## src/rtl/fcr_pkg.sv

```systemverilog
// shared types and constants of the framed command receiver
`timescale 1ns / 1ps

package fcr_pkg;

   localparam int QUEUE_DEPTH = 4;
   localparam int QUEUE_AW    = $clog2(QUEUE_DEPTH);
   localparam int RSP_DATA_W  = 56;

   localparam logic [7:0] START_BYTE    = 8'hAA;
   localparam logic [7:0] INTF_INTERNAL = 8'h69;
   localparam logic [7:0] INTF_KEYBOARD = 8'h4B;
   localparam logic [7:0] INTF_MIDI     = 8'h4D;
   localparam logic [7:0] CMD_PING      = 8'h3F;
   localparam logic [7:0] CMD_PONG      = 8'h21;
   localparam logic [7:0] CMD_PRESS     = 8'h50;
   localparam logic [7:0] CMD_RELEASE   = 8'h52;

   localparam logic [2:0] PONG_LAST_BEAT = 3'd4;

   typedef enum logic [1:0] {
      KIND_SERIAL   = 2'd0,
      KIND_MIDI     = 2'd1,
      KIND_KEYBOARD = 2'd2
   } kind_type;

   typedef enum logic [1:0] {
      OP_PING    = 2'd0,
      OP_MIDI    = 2'd1,
      OP_PRESS   = 2'd2,
      OP_RELEASE = 2'd3
   } op_type;

   typedef struct packed {
      op_type     op;
      logic [7:0] command;
      logic [7:0] first_data;
      logic [7:0] second_data;
   } entry_type;

endpackage

```

## src/rtl/framed_command_receiver.sv

```systemverilog
// top level of the framed command receiver
//
// req channel: one serial byte per request. the receiver hunts for 0xAA, then
// takes interface, command, data1 and data2; the data2 byte dispatches the frame.
// rsp channel: results, kind in rsp_tuser, rsp_tlast on the final result of a
// frame. a ping gives five serial reply bytes, a midi frame one event, a
// keyboard press or release one report; other frames give nothing.
// with the back end idle the first result of a frame passes through the queue,
// written at the edge that accepts its data2 byte, and then through the output
// register, which raises rsp_tvalid.
// throughput: one byte per cycle in, one result per cycle out, while each ready
// is high; a pong's five results are absorbed by the four-entry queue.
// stall: when rsp_tready is low the output register holds; when the queue is
// full req_tready drops only while the receiver waits for a data2 byte.
// reset: synchronous, returns to hunting with empty queue and cleared key state.
`timescale 1ns / 1ps

module framed_command_receiver (
   input  logic                           clock,
   input  logic                           reset,
   input  logic                           req_tvalid,
   output logic                           req_tready,
   input  logic [7:0]                     req_tdata,  // rx_byte
   output logic                           rsp_tvalid,
   input  logic                           rsp_tready,
   // serial_byte, midi_code_index, midi_status, midi_data_a, midi_data_b,
   // key_code, key_modifiers, zero pad
   output logic [fcr_pkg::RSP_DATA_W-1:0] rsp_tdata,
   output logic [1:0]                     rsp_tuser,  // kind
   output logic                           rsp_tlast
);
   import fcr_pkg::*;

   logic      push;
   entry_type push_entry;
   logic      pop;
   entry_type head;
   logic      full;
   logic      empty;

   fcr_front u_front (
      .clock      (clock),
      .reset      (reset),
      .req_tvalid (req_tvalid),
      .req_tready (req_tready),
      .req_tdata  (req_tdata),
      .queue_full (full),
      .push       (push),
      .push_entry (push_entry)
   );

   fcr_queue u_queue (
      .clock      (clock),
      .reset      (reset),
      .push       (push),
      .push_entry (push_entry),
      .pop        (pop),
      .head       (head),
      .full       (full),
      .empty      (empty)
   );

   fcr_back u_back (
      .clock       (clock),
      .reset       (reset),
      .head        (head),
      .queue_empty (empty),
      .pop         (pop),
      .rsp_tvalid  (rsp_tvalid),
      .rsp_tready  (rsp_tready),
      .rsp_tdata   (rsp_tdata),
      .rsp_tuser   (rsp_tuser),
      .rsp_tlast   (rsp_tlast)
   );

endmodule

```

## src/rtl/fcr_front.sv

```systemverilog
// frame assembly and classification of incoming serial bytes
`timescale 1ns / 1ps

module fcr_front (
   input  logic               clock,
   input  logic               reset,
   input  logic               req_tvalid,
   output logic               req_tready,
   input  logic [7:0]         req_tdata,
   input  logic               queue_full,
   output logic               push,
   output fcr_pkg::entry_type push_entry
);
   import fcr_pkg::*;

   typedef enum logic [2:0] {
      POS_HUNT  = 3'd0,
      POS_INTF  = 3'd1,
      POS_CMD   = 3'd2,
      POS_DATA1 = 3'd3,
      POS_DATA2 = 3'd4
   } pos_type;

   pos_type    pos_ff, pos_in;
   logic [7:0] intf_ff, intf_in;
   logic [7:0] cmd_ff, cmd_in;
   logic [7:0] data1_ff, data1_in;
   logic       accept;
   logic       op_ok;
   op_type     op;

   assign req_tready = !(pos_ff == POS_DATA2 && queue_full);
   assign accept     = req_tvalid && req_tready;

   // classify the frame from interface and command
   always_comb begin
      op    = OP_MIDI;
      op_ok = 1'b0;
      if (intf_ff == INTF_INTERNAL && cmd_ff == CMD_PING) begin
         op    = OP_PING;
         op_ok = 1'b1;
      end else if (intf_ff == INTF_MIDI) begin
         op    = OP_MIDI;
         op_ok = 1'b1;
      end else if (intf_ff == INTF_KEYBOARD && cmd_ff == CMD_PRESS) begin
         op    = OP_PRESS;
         op_ok = 1'b1;
      end else if (intf_ff == INTF_KEYBOARD && cmd_ff == CMD_RELEASE) begin
         op    = OP_RELEASE;
         op_ok = 1'b1;
      end
   end

   always_comb begin
      pos_in   = pos_ff;
      intf_in  = intf_ff;
      cmd_in   = cmd_ff;
      data1_in = data1_ff;
      push     = 1'b0;
      if (accept) begin
         case (pos_ff)
            POS_HUNT: begin
               if (req_tdata == START_BYTE) begin
                  pos_in = POS_INTF;
               end
            end
            POS_INTF: begin
               intf_in = req_tdata;
               pos_in  = POS_CMD;
            end
            POS_CMD: begin
               cmd_in = req_tdata;
               pos_in = POS_DATA1;
            end
            POS_DATA1: begin
               data1_in = req_tdata;
               pos_in   = POS_DATA2;
            end
            POS_DATA2: begin
               pos_in = POS_HUNT;
               push   = op_ok;
            end
            default: begin
               pos_in = POS_HUNT;
            end
         endcase
      end
   end

   assign push_entry.op          = op;
   assign push_entry.command     = cmd_ff;
   assign push_entry.first_data  = data1_ff;
   assign push_entry.second_data = req_tdata;

   always_ff @(posedge clock) begin
      if (reset) begin
         pos_ff   <= POS_HUNT;
         intf_ff  <= 8'd0;
         cmd_ff   <= 8'd0;
         data1_ff <= 8'd0;
      end else begin
         pos_ff   <= pos_in;
         intf_ff  <= intf_in;
         cmd_ff   <= cmd_in;
         data1_ff <= data1_in;
      end
   end

endmodule

```

## src/rtl/fcr_queue.sv

```systemverilog
// short queue of dispatched frames between front and back
`timescale 1ns / 1ps

module fcr_queue (
   input  logic               clock,
   input  logic               reset,
   input  logic               push,
   input  fcr_pkg::entry_type push_entry,
   input  logic               pop,
   output fcr_pkg::entry_type head,
   output logic               full,
   output logic               empty
);
   import fcr_pkg::*;

   entry_type             mem_ff [QUEUE_DEPTH];
   logic [QUEUE_AW-1:0]   wr_ptr_ff, wr_ptr_in;
   logic [QUEUE_AW-1:0]   rd_ptr_ff, rd_ptr_in;
   logic [QUEUE_AW:0]     count_ff, count_in;

   assign full  = (count_ff == (QUEUE_AW+1)'(QUEUE_DEPTH));
   assign empty = (count_ff == '0);
   assign head  = mem_ff[rd_ptr_ff];

   always_comb begin
      wr_ptr_in = push ? wr_ptr_ff + 1'b1 : wr_ptr_ff;
      rd_ptr_in = pop ? rd_ptr_ff + 1'b1 : rd_ptr_ff;
      count_in  = count_ff;
      if (push && !pop) begin
         count_in = count_ff + 1'b1;
      end else if (pop && !push) begin
         count_in = count_ff - 1'b1;
      end
   end

   always_ff @(posedge clock) begin
      if (reset) begin
         wr_ptr_ff <= '0;
         rd_ptr_ff <= '0;
         count_ff  <= '0;
      end else begin
         wr_ptr_ff <= wr_ptr_in;
         rd_ptr_ff <= rd_ptr_in;
         count_ff  <= count_in;
      end
   end

   always_ff @(posedge clock) begin
      if (push) begin
         mem_ff[wr_ptr_ff] <= push_entry;
      end
   end

   a_no_overflow: assert property (@(posedge clock) disable iff (reset)
      push |-> !full) else $error("queue push while full");

   a_no_underflow: assert property (@(posedge clock) disable iff (reset)
      pop |-> !empty) else $error("queue pop while empty");

   a_count_up: assert property (@(posedge clock) disable iff (reset)
      (push && !pop) |=> count_ff == $past(count_ff) + 1'b1)
      else $error("queue count did not advance");

endmodule

```

## src/rtl/fcr_back.sv

```systemverilog
// frame execution: pong replies, midi events and keyboard reports
`timescale 1ns / 1ps

module fcr_back (
   input  logic                               clock,
   input  logic                               reset,
   input  fcr_pkg::entry_type                 head,
   input  logic                               queue_empty,
   output logic                               pop,
   output logic                               rsp_tvalid,
   input  logic                               rsp_tready,
   output logic [fcr_pkg::RSP_DATA_W-1:0]     rsp_tdata,
   output logic [1:0]                         rsp_tuser,
   output logic                               rsp_tlast
);
   import fcr_pkg::*;

   logic [2:0]            beat_ff, beat_in;
   logic [7:0]            key_ff, key_in;
   logic [7:0]            mods_ff, mods_in;
   logic                  valid_ff, valid_in;
   logic [RSP_DATA_W-1:0] data_ff, data_in;
   kind_type              kind_ff, kind_in;
   logic                  last_ff, last_in;
   logic                  fire;
   logic                  beat_done;
   logic [7:0]            serial;

   assign fire      = !queue_empty && (!valid_ff || rsp_tready);
   assign beat_done = (head.op != OP_PING) || (beat_ff == PONG_LAST_BEAT);
   assign pop       = fire && beat_done;

   always_comb begin
      case (beat_ff)
         3'd0:    serial = START_BYTE;
         3'd1:    serial = INTF_INTERNAL;
         3'd2:    serial = CMD_PONG;
         3'd3:    serial = head.first_data;
         default: serial = head.second_data;
      endcase
   end

   always_comb begin
      beat_in  = beat_ff;
      key_in   = key_ff;
      mods_in  = mods_ff;
      valid_in = valid_ff && !rsp_tready;
      data_in  = data_ff;
      kind_in  = kind_ff;
      last_in  = last_ff;
      if (fire) begin
         valid_in = 1'b1;
         data_in  = '0;
         last_in  = 1'b1;
         case (head.op)
            OP_PING: begin
               kind_in      = KIND_SERIAL;
               data_in[7:0] = serial;
               last_in      = beat_done;
               beat_in      = beat_done ? 3'd0 : beat_ff + 3'd1;
            end
            OP_MIDI: begin
               kind_in        = KIND_MIDI;
               data_in[11:8]  = head.command[7:4];
               data_in[19:12] = head.command;
               data_in[27:20] = head.first_data;
               data_in[35:28] = head.second_data;
            end
            OP_PRESS: begin
               kind_in        = KIND_KEYBOARD;
               key_in         = head.first_data;
               mods_in        = head.second_data;
               data_in[43:36] = head.first_data;
               data_in[51:44] = head.second_data;
            end
            default: begin
               kind_in        = KIND_KEYBOARD;
               key_in         = 8'd0;
               mods_in        = head.second_data;
               data_in[51:44] = head.second_data;
            end
         endcase
      end
   end

   always_ff @(posedge clock) begin
      if (reset) begin
         beat_ff  <= 3'd0;
         key_ff   <= 8'd0;
         mods_ff  <= 8'd0;
         valid_ff <= 1'b0;
      end else begin
         beat_ff  <= beat_in;
         key_ff   <= key_in;
         mods_ff  <= mods_in;
         valid_ff <= valid_in;
      end
   end

   always_ff @(posedge clock) begin
      data_ff <= data_in;
      kind_ff <= kind_in;
      last_ff <= last_in;
   end

   assign rsp_tvalid = valid_ff;
   assign rsp_tdata  = data_ff;
   assign rsp_tuser  = kind_ff;
   assign rsp_tlast  = last_ff;

   a_beat_in_pong: assert property (@(posedge clock) disable iff (reset)
      (beat_ff != 3'd0) |-> (!queue_empty && head.op == OP_PING))
      else $error("pong beat without a ping at the queue head");

   a_single_last: assert property (@(posedge clock) disable iff (reset)
      (valid_ff && kind_ff != KIND_SERIAL) |-> last_ff)
      else $error("midi or keyboard result without last");

endmodule
```

## config.mk

```make
export PLATFORM = sky130hd
export DESIGN_NAME = framed_command_receiver
export DESIGN_NICKNAME = d
export VERILOG_FILES = /design/src/rtl/fcr_pkg.sv /design/src/rtl/framed_command_receiver.sv /design/src/rtl/fcr_front.sv /design/src/rtl/fcr_queue.sv /design/src/rtl/fcr_back.sv
export SDC_FILE = /design/constraint.sdc
export NUM_CORES = 1
export LEC_CHECK = 0
export BUFFER_PORTS_ARGS = -buffer_cell sky130_fd_sc_hd__clkbuf_2
export CAP_MARGIN = 10
export CELL_PAD_IN_SITES_DETAIL_PLACEMENT = 1
export CELL_PAD_IN_SITES_GLOBAL_PLACEMENT = 1
export CORE_MARGIN = 1.5
export CORE_UTILIZATION = 49
export DETAILED_ROUTE_END_ITERATION = 10
export PLACE_DENSITY_LB_ADDON = 0.1
export SKIP_LAST_GASP = 1
export SYNTH_ARGS = -nofsm -noshare
export SYNTH_HDL_FRONTEND = slang
export SYNTH_SLANG_ARGS = --single-unit
```

## constraint.sdc

```tcl
create_clock -name clock -period 7.8 [get_ports clock]
set_input_delay 0 -clock clock [delete_from_list [all_inputs] [get_ports clock]]
set_output_delay 0 -clock clock [all_outputs]
set_load 0.05 [all_outputs]
```

==> impl_metrics.json <==
{
  "cts_buffers": 17,
  "finalNonFillerCells": 768,
  "total_leakage_power_nw": 3.16,
  "final_core_util": 0.580,
  "die_w_um": 128,
  "path_clk_slew_ns": 0.07,
  "end_kind": "flop",
  "final_cell_area_mm2": 0.00881,
  "final_common_cell": "edfxtp_1",
  "cp_data_required_time_ns": 8.15,
  "grt_pass1_wl_um": 25000,
  "global_route.usage.met2": 0.363,
  "rsz0062_at_grt": "false",
  "num_antenna_cells": 0,
  "htreeDepth": 4,
  "tns_ns": 0,
  "path_buf_inv": 1,
  "numPortBuffers": 68,
  "synth_cells": 493,
  "grt_use_total": 0.212,
  "cp-start-kind": "flop",
  "cp_top_family": "flip-flops",
  "path_common_cell": "or3_1",
  "cts_setup_buffers": 0,
  "fin_crit_ns": 3.65,
  "yosys_register_bits": 195,
  "rows": 45,
  "critical-path-max-stage-delay_ns": 0.98,
  "grt_max_degree": 54,
  "dr.first_iter.drc_count": 306,
  "path_class": "flop to flop",
  "arrival_ns": 3.99,
  "syn_area_mm2": 0.00760,
  "drive_above_1_share": 0.234,
  "final-setup-viol-count": 0,
  "layout_common_cells": "155 x edfxtp_1, 68 x clkbuf_2, 54 x nand2_1",
  "worstHoldStart": "reset",
  "dp_hpwl_um": 10600,
  "synth_cell_types": 46,
  "crit_chain": "mux4_2, or3_1, nand2_1, ha_1, inv_1, fa_1, xor2_1, or3_1, a21oi_1",
  "die_area_mm2": 0.0163,
  "hold_class": "primary input to flop",
  "antenna_left": 0,
  "relSlewSlack": 0.343,
  "place_congestion": 0.796,
  "syn_to_final_growth_pct": 15.9,
  "cts_tree": "done",
  "cts.root.buffer_cell": "clkbuf_16",
  "period_share": 0.468,
  "cts.sinks": 195,
  "peakVddDrop_mv": 0.153,
  "synth.yosys.seq_area_share": 0.718,
  "nFillCells": 1457,
  "status": "complete, no violations",
  "maxCapViolCount": 0,
  "dp.cells": 726,
  "chipHeight_um": 128,
  "coreArea_mm2": 0.0152,
  "wl_um": 16400,
  "use_met1": 0.267,
  "nets": 590,
  "multiInputGateArea_mm2": 0.00201,
  "vias": 4211,
  "drc": 0,
  "insertion_delay_ns": 0.43,
  "dp_slack_ns": 4.09,
  "syn-mean-instance-area_um2": 15.4,
  "fin_ws_ns": 4.15,
  "use_met3": 0.0482,
  "grt_pass1_vias": 4410,
  "seqCellArea_mm2": 0.00546,
  "pin_count": 73,
  "grt_busiest_layer": "met2",
  "worst_pin_slew_ns": 0.986,
  "fmax_ghz": 0.274,
  "crit_fanout": 26,
  "start_util": 0.500,
  "hold_viol_final": 0,
  "yosys_warnings": 0,
  "final-max-slew-violation-count": 0,
  "grt_overflow_total": 0,
  "clock_path_buffers": 2,
  "drt-wirelength-per-cell_um": 21.4,
  "crit_path_top_delay_cell": "dfxtp_2",
  "place_area_mm2": 0.00809,
  "finClkSkew_ns": 0.00740,
  "antenna_found_initial": 0,
  "pwr_density_cell_mw_per_mm2": 229,
  "vias_per_cell": 5.48,
  "dr.pass1.iters": 4
}
## stage by stage
| stage | total power, mW | hold slack (ns) |
|---|---|---|
| 2_1_floorplan | 1.14 | 0.0989 |
| 3_5_place_dp | 1.15 | 0.334 |
| 4_1_cts | 2.03 | 0.344 |
| 6_report | 2.02 | 0.338 |
| 3_3_place_gp | 1.15 | 0.328 |
| 5_1_grt | 2.07 | 0.422 |
## worst paths after layout
kind	endpoint	slack, ns	depth (start not counted)
worst max-delay path	u_queue.count_ff[2]	4.15	9
worst min-delay path	u_front.pos_ff[2]	0.34	2
worst max register to register	u_queue.count_ff[2]	4.15	9
worst min register to register	u_front.intf_ff[6]	0.46	2
## logic make-up after synthesis
logic type / after synthesis / share of synthesized area
xor gates and xnor gates: 4 / 0.00461
other: 1 / 0.000493
muxes: 31 / 0.0838
adders and majority gates: 11 / 0.0191
DFF: 195 / 0.718
and+or+nand+nor: 165 / 0.112
AOI/OAI and AO/OA: 48 / 0.0372
buffers and inverters: 38 / 0.0250
## timing repair
action	4_1_cts	5_1_grt
endpoints found under the hold margin	60	0
resized for setup	0	0
hold buffers	10	0
endpoints found under the setup margin	0	0
## state kept, by name, summed over array words and instances (netlist names), named ones only
register and flops:
u_front.data1_ff 8, u_queue.wr_ptr_ff 2, u_front.pos_ff 3, u_front.intf_ff 8, u_back.rsp_tuser 2, u_back.rsp_tlast 1
u_queue.mem_ff 104, u_back.beat_ff 3, u_queue.rd_ptr_ff 2, u_queue.count_ff 3, u_back.rsp_tdata 48, u_back.rsp_tvalid 1
u_front.cmd_ff 8
## power breakdown
group          internal (mW)  leakage (nW)  switching [mW]  total [mW]
sequential              1.11          1.89       0.0000826        1.11
combinational        0.00636         0.963          0.0160      0.0224
clock                  0.518         0.304           0.373       0.891
## synth_stat cells (all sizes together)
master	instances	area, um^2
edfxtp	155	4650
nand2	54	203
and2	41	257
dfxtp	40	801
a21oi	33	165
nor2	29	109
mux4	26	586
buf	14	100
clkbuf	14	52.6
ha	10	125
inv	10	37.5
nor2b	8	50.1
nand3	5	25.0
a22oi	4	30.0
mux2i	4	40.0
nand2b	4	25.0
nor3	4	20.0
nor4bb	4	40.0
xor2	4	35.0
nor3b	3	33.8
a221oi	2	17.5
nand3b	2	15.0
nand4	2	12.5
o21ai	2	10.0
or2	2	12.5
or3	2	12.5
a2111o	1	11.3
a211oi	1	7.51
a21boi	1	7.51
a222oi	1	10.0
a31oi	1	6.26
and2b	1	7.51
and3	1	6.26
and3b	1	8.76
conb	1	3.75
fa	1	20.0
mux2	1	11.3
nor4	1	6.26
o311ai	1	8.76
o31a	1	8.76
or3b	1	8.76
## per-layer routing
metal / part of all wire / wire length [um]
met1: 0.44 / 7150
met2: 0.51 / 8360
met3: 0.040 / 657
met4: 0.016 / 261
met5: 0 / 0
## layout make-up
class	instances	share of cell area
sequential	195	0.619
multi-input combinational	263	0.228
clock buffer	23	0.0605
timing repair buffer	80	0.0517
tap	188	0.0267
clock inverter	9	0.00966
inverter	10	0.00426
No activity file was read; power rests on OpenSTA's default activity.
